<file path="src/rpam_pkg.sv">
`default_nettype none
package rpam_pkg;

  localparam int VW = 30;            // vector lane width, 24 fraction bits
  localparam int ZW = 28;            // angle accumulator, 1/2^24 turn
  localparam int QB = 20;            // density quotient bits
  localparam int NUMW = 44;          // density numerator width
  localparam int DENW = 33;          // density denominator width
  localparam int SYW = 26;           // bits of the sine lane used
  localparam int RCPW = 36;          // reciprocal width for sector centre
  localparam int RSH = 13;           // reciprocal scale beyond 2^23

  localparam int ANG_FULL = 16777216;
  localparam int ANG_HALF = 8388608;
  localparam int ANG_QUARTER = 4194304;
  localparam int ONE_Q24 = 16777216;
  localparam int INV_GAIN = 10188014;

  localparam logic [2:0] REG_BLADES = 3'd0;
  localparam logic [2:0] REG_ROT = 3'd1;
  localparam logic [2:0] REG_RED = 3'd2;
  localparam logic [2:0] REG_GREEN = 3'd3;
  localparam logic [2:0] REG_BLUE = 3'd4;

  localparam logic [23:0] ATAN_TAB [0:23] = '{
    24'd2097152, 24'd1238021, 24'd654136, 24'd332050, 24'd166669, 24'd83416,
    24'd41718, 24'd20860, 24'd10430, 24'd5215, 24'd2608, 24'd1304,
    24'd652, 24'd326, 24'd163, 24'd81, 24'd41, 24'd20,
    24'd10, 24'd5, 24'd3, 24'd1, 24'd1, 24'd0
  };

  typedef struct packed {
    logic [16:0] coord_u;
    logic [16:0] coord_v;
  } req_t;

  typedef struct packed {
    logic        inside_res;
    logic [31:0] out_red;
    logic [31:0] out_green;
    logic [31:0] out_blue;
    logic [31:0] density;
  } res_t;

  typedef struct packed {
    logic valid;
    logic origin;
  } tag_t;

  typedef struct packed {
    logic signed [VW-1:0] x;
    logic signed [VW-1:0] y;
  } point_t;

  typedef struct packed {
    logic signed [VW-1:0] x;
    logic signed [VW-1:0] y;
    logic signed [ZW-1:0] z;
  } vec_t;

  typedef struct packed {
    tag_t   tag;
    point_t orig;
    vec_t   v;
  } vec_bus_t;

  typedef struct packed {
    tag_t tag;
    vec_t pt;
    vec_t rf;
    vec_t sn;
  } rot_bus_t;

  typedef struct packed {
    tag_t            tag;
    logic            hit;
    logic            sflag;
    logic [DENW-1:0] den;
    logic [NUMW-1:0] rem;
    logic [QB-1:0]   quo;
  } div_bus_t;

  function automatic logic signed [ZW-1:0] atan_z(input int i);
    logic signed [ZW-1:0] a;
    a = $signed({{(ZW-24){1'b0}}, ATAN_TAB[i]});
    return a;
  endfunction

  function automatic vec_t vec_step(input vec_t v, input int i);
    logic signed [VW-1:0] dx, dy;
    vec_t o;
    dx = v.y >>> i;
    dy = v.x >>> i;
    o = v;
    if (v.y >= 0) begin
      o.x = v.x + dx;
      o.y = v.y - dy;
      o.z = v.z + atan_z(i);
    end else begin
      o.x = v.x - dx;
      o.y = v.y + dy;
      o.z = v.z - atan_z(i);
    end
    return o;
  endfunction

  function automatic vec_t rot_step(input vec_t v, input int i);
    logic signed [VW-1:0] dx, dy;
    vec_t o;
    dx = v.y >>> i;
    dy = v.x >>> i;
    o = v;
    if (v.z >= 0) begin
      o.x = v.x - dx;
      o.y = v.y + dy;
      o.z = v.z - atan_z(i);
    end else begin
      o.x = v.x + dx;
      o.y = v.y - dy;
      o.z = v.z + atan_z(i);
    end
    return o;
  endfunction

  // bring the angle into [-quarter, quarter] turn before the rotation stages
  function automatic vec_t rot_fold(input logic signed [VW-1:0] x,
                                    input logic signed [VW-1:0] y,
                                    input logic [23:0] ang);
    vec_t o;
    o.x = x;
    o.y = y;
    o.z = $signed({{(ZW-24){1'b0}}, ang});
    if (ang[23]) begin
      o.z = o.z - ZW'(ANG_FULL);
    end
    if (o.z > ZW'(ANG_QUARTER)) begin
      o.x = -x;
      o.y = -y;
      o.z = o.z - ZW'(ANG_HALF);
    end else if (o.z < -ZW'(ANG_QUARTER)) begin
      o.x = -x;
      o.y = -y;
      o.z = o.z + ZW'(ANG_HALF);
    end
    return o;
  endfunction

endpackage
`default_nettype wire

</file>
<file path="src/rpam_rot_cell.sv">
`default_nettype none
module rpam_rot_cell import rpam_pkg::*; #(
  parameter int STAGE = 0
) (
  input  logic     clk,
  input  logic     rst,
  input  rot_bus_t din,
  output rot_bus_t dout
);

  // point, edge reference and sine reference share the same stage
  always_ff @(posedge clk) begin
    if (rst) begin
      dout <= '0;
    end else begin
      dout.tag <= din.tag;
      dout.pt <= rot_step(din.pt, STAGE);
      dout.rf <= rot_step(din.rf, STAGE);
      dout.sn <= rot_step(din.sn, STAGE);
    end
  end

endmodule
`default_nettype wire

</file>
<file path="config.mk">
export PLATFORM = sky130hd
export DESIGN_NAME = rpam_rot_cell
export DESIGN_NICKNAME = d
export VERILOG_FILES = /design/src/rpam_pkg.sv /design/src/rpam_rot_cell.sv
export SDC_FILE = /design/constraint.sdc
export NUM_CORES = 1
export LEC_CHECK = 0
export BUFFER_PORTS_ARGS = -buffer_cell sky130_fd_sc_hd__clkbuf_2
export CAP_MARGIN = 15
export CORE_AREA = 3 3 207 311
export CTS_CLUSTER_DIAMETER = 50
export DETAILED_ROUTE_END_ITERATION = 16
export DIE_AREA = 0 0 210 314
export PLACE_DENSITY = 0.54
export SKIP_LAST_GASP = 1
export SLEW_MARGIN = 10
export SYNTH_ARGS = -nofsm -noshare
export SYNTH_HDL_FRONTEND = slang
export SYNTH_SLANG_ARGS = --single-unit
</file>
<file path="constraint.sdc">
create_clock -name clk -period 4.3 [get_ports clk]
set_input_delay 0.43 -clock clk [delete_from_list [all_inputs] [get_ports clk]]
set_output_delay 0.43 -clock clk [all_outputs]
set_load 0.1 [all_outputs]
</file>
# Yosys cells after proc, flatten, opt, wreduce, memory -nomap -nowiden
# Cells that the tools add are included.
[word_totals]
latch_bits = 0
out_inout_bits = 266
rom_bits = 0
wordCells = 32
register_bits = 266
memories = 0
ram_bits = 0
input_bits = 268
[op_classes]
div = 0
multipliers = 0
bitwise = 0
n_lt_le_gt_ge = 3
shift = 0
n_eq_ne = 0
reduce_logical = 0
mux = 3
addsub = 15
[ops]
columns = ["op", "count"]
rows = [
  ["two-way mux 88 bit", 3],
  ["subtractor 30 bit", 6],
  ["adder 30 bit", 3],
  ["adder 28 x 23 -> 28 bit (second input constant)", 3],
  [">= comparator 28 x 1 -> 1 bit (second input constant)", 3],
  ["subtractor 28 x 23 -> 28 bit (second input constant)", 3],
]

# Longest topological paths before layout
# Gate-level depths: netlist of the first run.
[depth]
word_depth = 2
depth_mapped = 18
mapped_depth_nobuf = 16

# Least setup slack after synthesis of the first run
# Ideal clock, no wire load.
[synth_timing]
path_type = "in2reg"
from = "input port din[203] (netlist name)"
to = "register dout[203] (netlist name)"
path_stages = 18
arrival_time_ns = 3.112
setup_time_ns = 0.128
n_path_buf = 2
path_slack_ns = 1.061
required_time_ns = 4.172
cell_sequence = "inv_1 > ha_1 > nor4b_1 > nand4_1 > nor2_1 > nor2_1 > inv_1 > clkbuf_1 > buf_1 > ha_1 > a21o_1 > a21oi_1 > inv_1 > a21oi_1 > nor2_1 > nor2_1 > xor2_1 > nor2_1"
[synth_between]
elab_chain_len = 2
word_cells_on_any_way = 4
cone_classes = "2 x add/sub; 1 x order compare; 1 x mux"
[synth_lines]
columns = ["item", "line", "rtl"]
rows = [
  ["start, declared", "rpam_rot_cell.sv:7", "input rot_bus_t din,"],
  ["adder 28 x 23 -> 28 bit, or another cell as far along", "rpam_pkg.sv:120", "o.z = v.z + atan_z(i);"],
  ["two-way mux 88 bit *", "rpam_pkg.sv:113", "if (v.z >= 0) begin"],
  ["end, declared", "rpam_rot_cell.sv:8", "output rot_bus_t dout"],
]
# Every way passes the cells marked *; elsewhere a longest branch is shown, timed or not.
# A chain may end at the register's enable or synchronous reset.

# Worst setup path after layout of the first run
[layout_timing]
from = "input port din[27] (netlist name)"
to = "register dout[27] (netlist name)"
# Same word-level chain as after synthesis.

==> results.sh, run 1 <==
export IMPL_outcome="complete, no violations"
export IMPL_grt_busiest_layer="met2"
export IMPL_die_h_um=314
export IMPL_vias=22400
export IMPL_wire_per_inst_um=20.4
export IMPL_post_cts_setup_buffers=0
export IMPL_fin_crit_sh_pct=81.4
export IMPL_synth_enable_flop_cells=0
export IMPL_finalHoldViolCount=0
export IMPL_cts_buffers=40
export IMPL_synth_area_leaders="dfxtp_1 24%, ha_1 17%, a21oi_1 6.8%"
export IMPL_tritoncts="built"
export IMPL_top_register="dout"
export IMPL_worstPathArrival_ns=3.96
export IMPL_fin_nets=3979
export IMPL_path_common_cell="nor2_1"
export IMPL_use_met1_pct=27.3
export IMPL_drtAntennaViolNets=0
export IMPL_syn_nets=3502
export IMPL_rsz0062_at_grt="no"
export IMPL_via_per_inst=5.28
export IMPL_netlist_instances=2922
export IMPL_critPathSlowestCell="nor4b_1"
export IMPL_drtIter0Drc=1515
export IMPL_hold_slack_ns=0.0779
export IMPL_synth_seq_area_share_pct=23.7
export IMPL_placed_area_um2=25700
export IMPL_finalMaxSlewViolations=0
export IMPL_drtPass1Iterations=5
export IMPL_grt_use_met2_pct=45.6
export IMPL_drc=0
export IMPL_timing_setup_tns_ns=0
export IMPL_crit_start="din[27]"
export IMPL_wirelength_mm=86.5
export IMPL_core_um2=62100
export IMPL_max_slew_margin_pct=28.6
export IMPL_antenna_found_initial=17
export IMPL_die_area_um2=65900
export IMPL_drive_gt1_share_pct=20.3
export IMPL_synthToLayoutAreaGrowth_pct=22.1
export IMPL_overflow=0
export IMPL_hp_class="in -> reg"
export IMPL_fillCellCount=6564
export IMPL_max_vdd_ir_drop_mv=0.381
export IMPL_path_class="in -> reg"
export IMPL_synth_flop_cell="dfxtp_1"
export IMPL_final_cells=4238
export IMPL_port_buffers=533
export IMPL_post_route_util_pct=43.6
export IMPL_yosysWarningCount=0
export IMPL_dp_hpwl_mm=70.7
export IMPL_clock_sinks=263
export IMPL_power_density_nw_per_um2=425
export IMPL_timing_worst_slew_pin_value_ns=1.06
export IMPL_period_needed_ns=3.50
export IMPL_cp_cell_sequence="clkbuf_2, inv_1, ha_1, nor4b_1, nand4_1, nor2_1, nor2_4, inv_2, buf_12, fa_1, a21o_1, a21oi_1, inv_1, a21oi_1, nor2_1, nor2_1, xor2_1, nor2_1"
export IMPL_cpLargestDelayFamily="simple AND/OR/NAND/NOR gates"
export IMPL_dp_cells=4155
export IMPL_end_kind="flip-flop"
export IMPL_crit_buf_inv=5
export IMPL_synth_avg_cell_area_um2=7.59
export IMPL_synth_top_area_cell="dfxtp_1"
export IMPL_drv_cap=0
export IMPL_grt_max_degree=115
export IMPL_critPathRequiredTime_ns=4.76
export IMPL_syn_cell_area_um2=22200
export IMPL_met3_usage_pct=6.09
export IMPL_grt_pass1_vias=22400
export IMPL_h_tree_depth=2
export IMPL_slowest_delay_ns=0.85
export IMPL_initial_core_util_pct=35.7
export IMPL_ys_types=82
export IMPL_worstPathMaxFanout=65
export IMPL_io_pin_count=534
export IMPL_setup_viol=0
export IMPL_rows=112
export IMPL_gp_congestion=0.939
export IMPL_grt_pass1_wl_mm=128
export IMPL_root_buffer="clkbuf_16"
export IMPL_path_clk_slew_ns=0.06
export IMPL_leakagePower_nw=13.4
export IMPL_critPathLaunchType="primary input"
export IMPL_largest_reg_flops=263
export IMPL_die_x_um=210
export IMPL_yosys_area_top_type_share_pct=23.7
export IMPL_stdcell_area_um2=27100
export IMPL_clock_fmax_mhz=286
export IMPL_synthArstFlopShare_pct=0
export IMPL_hold_start="din[265]"
export IMPL_cts_hold_fix_buffers=0
export IMPL_synth_seq_cells=263
export IMPL_cts_repair_resized=0
export IMPL_grt_total_usage_pct=24.8
export IMPL_top_regs="dout x263"
export IMPL_cts_buffer_depth=3
-- cell usage after synthesis (all sizes together), types with 8 or more instances --
library cell / number
nand4: 27
a21oi: 303
fa: 12
dfxtp: 263
o31ai: 24
or4: 9
o21ai: 183
nor3: 56
mux2i: 60
a21o: 60
o21a: 20
xor2: 30
and3: 11
a211o: 9
xnor2: 126
nand2b: 39
nand3: 38
clkbuf: 97
nor2b: 104
ha: 300
o211a: 8
nand2: 132
o21bai: 55
nor2: 385
a31oi: 22
inv: 284
nor4: 32
a211oi: 22
o221ai: 8
mux2: 8
buf: 43
or2: 15
o211ai: 22
-- per-layer routing --
layer	wire, um	share of wire, %
met4	3570	4.1
met5	101	0.12
met2	43300	50
met3	6180	7.1
met1	33300	39
-- kinds of logic after synthesis --
family	after synthesis	synth area share [%]
AND/OR/NAND/NOR	877	18.5
AO/OA/AOI/OAI	819	23.1
buffers and inverters	427	7.41
adder cells (fa/ha/maj)	312	18.0
flip-flops	263	23.7
XOR/XNOR	156	6.16
multiplexers	68	3.11
-- area by class of cell --
cell class / instances / area, um2 / area share [%]
diodes: 9 / 22.5 / 0.0831
clock buffers: 44 / 1060 / 3.90
clock inverters: 30 / 342 / 1.26
inverters: 287 / 1080 / 3.98
multi-input cells: 2232 / 15300 / 56.5
flip-flops and latches: 263 / 5270 / 19.4
well taps: 798 / 998 / 3.69
repair buffers: 575 / 3030 / 11.2
-- power by group --
| part | total, mW | switching, mW | internal (mW) |
|---|---|---|---|
| logic | 5.26 | 4.02 | 1.23 |
| registers | 2.84 | 0.110 | 2.73 |
| clock network | 3.42 | 1.44 | 1.98 |
| total | 11.5 | 5.57 | 5.95 |
-- final timing paths --
kind	endpoint	slack, ns	depth (start not counted)
min	dout[265]	0.08	2
max	dout[27]	0.80	18
-- placed cells by master, fill, tap and decap left out, drive strengths merged, types with 15 or more instances in the layout --
cell and instances:
o21ai 183, nor4 32, nor3 56, o211ai 22, xor2 30, nand2b 39, dfxtp 263, clkinv 15
inv 298, clkbuf 576, mux2i 60, a31oi 22, nand3 38, a21o 60, xnor2 126, nor2 385
nand4 27, o21a 20, ha 300, o21bai 55, or2 15, a211oi 22, nand2 132, a21oi 303
o31ai 24, nor2b 104, buf 43
-- per-stage QoR --
| stage | total power, mW | worst slack [ns] |
|---|---|---|
| floorplan | 6.87 | 1.06 |
| global placement | 8.14 | 0.197 |
| detailed placement | 8.12 | 0.214 |
| CTS | 11.6 | 0.806 |
| global route | 12.0 | 0.482 |
| finish | 11.5 | 0.801 |
Power figures use the tool's default switching activity.
==> run 2, diff against run 1 <==
Settings changed: PLACE_DENSITY 0.54 to 0.56.
Clock period 4.3 ns to 3.2 ns, I/O delays scaled along.
==> results.sh, run 2 (synthesis gave the netlist of run 1 again) <==
export IMPL_top_regs="dout x263"
export IMPL_post_route_util_pct=48.4
export IMPL_fin_nets=4347
export IMPL_cts_buffers=38
export IMPL_top_register="dout"
export IMPL_finalMaxSlewViolations=0
export IMPL_outcome="complete, no violations"
export IMPL_largest_reg_flops=263
export IMPL_leakagePower_nw=15.2
export IMPL_timing_worst_slew_pin_value_ns=0.923
export IMPL_critPathLaunchType="primary input"
export IMPL_worstPathMaxFanout=5
export IMPL_placed_area_um2=28100
export IMPL_final_cells=4602
export IMPL_root_buffer="clkbuf_16"
export IMPL_core_um2=62100
export IMPL_worstPathArrival_ns=3.46
export IMPL_hp_class="in -> reg"
export IMPL_period_needed_ns=3.02
export IMPL_grt_pass1_vias=24300
export IMPL_rows=112
export IMPL_die_h_um=314
export IMPL_drv_cap=0
export IMPL_dp_cells=4472
export IMPL_final_cell_mix="532 x clkbuf_2, 382 x nor2_1, 352 x buf_4, 302 x a21oi_1, 300 x ha_1"
export IMPL_wirelength_mm=89.5
export IMPL_min_path_cells=2
export IMPL_hold_slack_ns=0.0364
export IMPL_hold_end="dout[101]"
export IMPL_path_class="in -> reg"
export IMPL_drtAntennaViolNets=0
export IMPL_initial_core_util_pct=35.7
export IMPL_grt_pass1_wl_mm=135
export IMPL_finalHoldViolCount=0
export IMPL_port_buffers=533
export IMPL_grt_total_usage_pct=26.0
export IMPL_overflow=0
export IMPL_stdcell_area_um2=30100
export IMPL_via_per_inst=5.17
export IMPL_pre_cts_ws_ns=-0.368
export IMPL_fin_crit_sh_pct=94.5
export IMPL_timing_setup_tns_ns=0
export IMPL_clock_fmax_mhz=331
export IMPL_max_vdd_ir_drop_mv=0.487
export IMPL_grt_max_degree=97
export IMPL_h_tree_depth=2
export IMPL_dp_hpwl_mm=74.2
export IMPL_antenna_found_initial=15
export IMPL_drc=0
export IMPL_power_density_nw_per_um2=537
export IMPL_drive_gt1_share_pct=26.6
export IMPL_end_kind="flip-flop"
export IMPL_die_area_um2=65900
export IMPL_wire_per_inst_um=19.5
export IMPL_synthToLayoutAreaGrowth_pct=35.4
export IMPL_path_clk_slew_ns=0.07
export IMPL_finalPower_mw=16.2
export IMPL_clock_sinks=263
export IMPL_drtPass1Iterations=5
export IMPL_io_pin_count=534
export IMPL_cts_buffer_depth=3
export IMPL_setup_ws_ns=0.176
export IMPL_cts_hold_fix_buffers=53
export IMPL_gp_congestion=1.00
export IMPL_tritoncts="built"
export IMPL_drtIter0Drc=1422
export IMPL_vias=23800
export IMPL_final_common_cell="clkbuf_2"
export IMPL_setup_viol=0
export IMPL_max_slew_margin_pct=37.7
export IMPL_hold_start="din[101]"
export IMPL_post_cts_setup_buffers=0
export IMPL_rsz0062_at_grt="no"
export IMPL_die_x_um=210
export IMPL_critPathRequiredTime_ns=3.64
export IMPL_cts_repair_resized=0
[run 2: changes by cell type in the layout (fill, tap and decap cells not counted), sizes merged]
cell         previous run  this run
diode                   9         7
bufinv                  2         5
clkinvlp                2         3
dlygate4sd3             0        53
buf                    43       360
inv                   298       296
clkinv                 15         6
clkbuf                576       579
[run 2: cell type report]
type                    instances  area, um2
multi-input cells            2232      15300
well taps                     798        998
fillers                      6411      32000
inverters                     287       1080
clock inverters                23        322
diodes                          7       17.5
repair buffers                945       5990
clock buffers                  47       1080
flip-flops and latches        263       5270
[run 2: layer usage]
metal  global-route usage [%]  part of all wire (%)  up-vias
met3                     6.00                   6.9      234
met5                        0                 0.097        -
met4                     13.7                   5.7       12
met2                     48.1                    50      845
li1                         -                     -    11700
met1                     27.1                    37    11000
[run 2: power breakdown]
| part | total, mW | switching, mW | leakage, nW | internal [mW] |
|---|---|---|---|---|
| logic | 7.65 | 5.52 | 12.3 | 2.13 |
| registers | 3.82 | 0.149 | 2.19 | 3.67 |
| clock network | 4.68 | 1.81 | 0.681 | 2.87 |
[run 2: worst max-delay path, stage by stage]
cell and delay [ns]:
clkbuf_2 0.10, inv_1 0.04, ha_1 0.30, buf_4 0.15, or2_0 0.23, o21bai_1 0.19, a21boi_1 0.30, o21ai_1 0.27
o311ai_0 0.83, nand2_1 0.23, o21bai_1 0.20, a21oi_1 0.10, xnor2_1 0.13, nor2_1 0.05
[run 2: worst max path at each step]
stage | startpoint | to | slack [ns]
3_3_place_gp | din[120] | dout[168] | -0.34
3_5_place_dp | din[146] | dout[144] | -0.37
6_report | din[120] | dout[168] | 0.18
4_1_cts | din[146] | dout[144] | 0.25
5_1_grt | din[146] | dout[144] | 0.07
2_1_floorplan | din[203] | dout[203] | 0.07
==> run 3, diff against run 2 <==
==> constraint.sdc (replaced) <==
create_clock -name clk -period 3.2 [get_ports clk]
set_input_delay 0.16 -clock clk [delete_from_list [all_inputs] [get_ports clk]]
set_output_delay 0.16 -clock clk [all_outputs]
set_load 0.1 [all_outputs]
==> results.sh, run 3 (synthesis gave the netlist of run 1 again) <==
export IMPL_outcome="complete, no violations"
export IMPL_grt_pass1_vias=23900
export IMPL_worstPathArrival_ns=3.48
export IMPL_crit_start="din[146]"
export IMPL_hp_class="in -> reg"
export IMPL_period_needed_ns=3.03
export IMPL_rsz0062_at_grt="yes"
export IMPL_largest_reg_flops=263
export IMPL_top_register="dout"
export IMPL_top_regs="dout x263"
export IMPL_switching_share_pct=46.6
export IMPL_p_sw_mw=7.49
export IMPL_fin_crit_sh_pct=94.5
export IMPL_grt_total_usage_pct=26.0
export IMPL_drtPass1Iterations=7
export IMPL_cts_buffer_depth=3
export IMPL_critPathSlowestCell="dlygate4sd3_1"
export IMPL_overflow=0
export IMPL_timing_worst_slew_pin_value_ns=0.941
export IMPL_max_vdd_ir_drop_mv=0.448
export IMPL_dp_hpwl_mm=73.0
export IMPL_final_cell_mix="532 x clkbuf_2, 382 x nor2_1, 301 x a21oi_1, 300 x ha_1, 280 x inv_1"
export IMPL_h_tree_depth=2
export IMPL_end_kind="flip-flop"
export IMPL_vias=23700
export IMPL_clock_fmax_mhz=331
export IMPL_seq_power_share_pct=23.7
export IMPL_rows=112
export IMPL_port_buffers=533
export IMPL_wirelength_mm=89.6
export IMPL_grt_pass1_wl_mm=135
export IMPL_crit_end="dout[140]"
export IMPL_cp_cell_sequence="clkbuf_2, dlygate4sd3_1, ha_1, fa_1, nor2b_1, o21ai_1, a21oi_1, o211ai_1, a211oi_1, buf_4, nor2_1, o21ai_2, nand2_1, a31oi_1, mux2_2"
export IMPL_die_x_um=210
export IMPL_drive_gt1_share_pct=24.3
export IMPL_die_area_um2=65900
export IMPL_io_pin_count=534
export IMPL_die_h_um=314
export IMPL_antenna_found_initial=16
export IMPL_final_common_cell="clkbuf_2"
export IMPL_drtIter0Drc=1344
export IMPL_initial_core_util_pct=35.7
export IMPL_grt_max_degree=84
export IMPL_leakagePower_nw=14.8
export IMPL_finalHoldViolCount=0
export IMPL_critPathRequiredTime_ns=3.66
export IMPL_p_clk_share_pct=29.5
export IMPL_gp_congestion=0.968
export IMPL_core_um2=62100
export IMPL_drv_cap=0
export IMPL_power_density_nw_per_um2=544
export IMPL_timing_setup_tns_ns=0
export IMPL_tritoncts="built"
export IMPL_setup_viol=0
export IMPL_p_comb_share_pct=46.8
export IMPL_clock_sinks=263
export IMPL_worstPathMaxFanout=3
export IMPL_root_buffer="clkbuf_16"
export IMPL_power_internal_mw=8.60
export IMPL_synthToLayoutAreaGrowth_pct=33.2
export IMPL_finalPower_mw=16.1
export IMPL_post_cts_setup_buffers=0
export IMPL_fin_nets=4269
export IMPL_critPathLaunchType="primary input"
export IMPL_drc=0
export IMPL_path_clk_slew_ns=0.05
export IMPL_slowest_delay_ns=0.56
export IMPL_cts_buffers=40
export IMPL_wire_per_inst_um=19.8
export IMPL_max_slew_margin_pct=36.5
export IMPL_finalMaxSlewViolations=0
export IMPL_via_per_inst=5.23
export IMPL_path_class="in -> reg"
export IMPL_drtAntennaViolNets=0
-- run 3: changes by cell type in the layout (fill, tap and decap cells not counted), moves of 2 or more --
cell / previous run / this run
buf_4: 352 / 244
dlygate4sd3_1: 53 / 81
clkinv_4: 0 / 4
diode_2: 7 / 11
clkinvlp_4: 3 / 1
o21ai_0: 176 / 174
-- run 3: timing repair --
item	in CTS	in global routing
gates resized for setup	0	5
hold endpoints to repair	78	0
setup endpoints to repair	0	5
hold buffers	81	0
-- run 3: how the worst min path moves through the flow --
stage / from / end / slack [ns] / cells past startpoint
3_3_place_gp: din[264] / dout[264] / 0.37 / 2
5_1_grt: din[175] / dout[145] / 0.06 / 4
3_5_place_dp: din[264] / dout[264] / 0.38 / 2
2_1_floorplan: din[109] / dout[109] / 0.23 / 1
6_report: din[145] / dout[145] / 0.06 / 4
4_1_cts: din[145] / dout[145] / 0.003 / 4
-- run 3: critical path, delay by kind of cell --
kind	cells	cell delay [ns]
AND/OR/NAND/NOR	3	0.27
buffers and inverters	3	0.84
multiplexers	1	0.34
AO/OA/AOI/OAI	6	1.26
adder cells (fa/ha/maj)	2	0.62
-- run 3: cell type report --
| type | count | area [um2] |
|---|---|---|
| clock inverter | 25 | 334 |
| inverter | 287 | 1080 |
| fill | 6391 | 32500 |
| antenna | 11 | 27.5 |
| multi-input combinational | 2232 | 15300 |
| tap | 798 | 998 |
| sequential | 263 | 5270 |
| clock buffer | 48 | 1090 |
| timing repair buffer | 865 | 5460 |
-- run 3: routing by layer --
metal	global-route usage, %	share of wire, %	vias up
met1	26.8	37	11000
met2	47.8	50	918
li1	-	-	11500
met5	0	0.093	-
met3	6.30	6.9	249
met4	14.6	6.2	12
-- run 3: through the flow --
step	area (um2)	setup slack (ns)	util [%]	cells	hold slack [ns]
floorplan	22200	0.231	-	2922	0.232
global placement	27300	-0.277	44.0	4364	0.367
detailed placement	27300	-0.243	44.0	4364	0.375
CTS	29500	0.0783	47.6	4518	0.00325
global route	29500	-0.0209	47.6	4523	0.0641
finish	29600	0.175	47.6	4529	0.0585
-- run 3: power groups by stage --
stage | clock [mW] | combinational (mW) | sequential, mW
floorplan | 0 | 2.52 | 6.71
global placement | 0 | 7.40 | 3.89
detailed placement | 0 | 7.38 | 3.88
CTS | 4.88 | 7.50 | 3.82
global route | 4.99 | 7.96 | 3.85
finish | 4.75 | 7.53 | 3.82
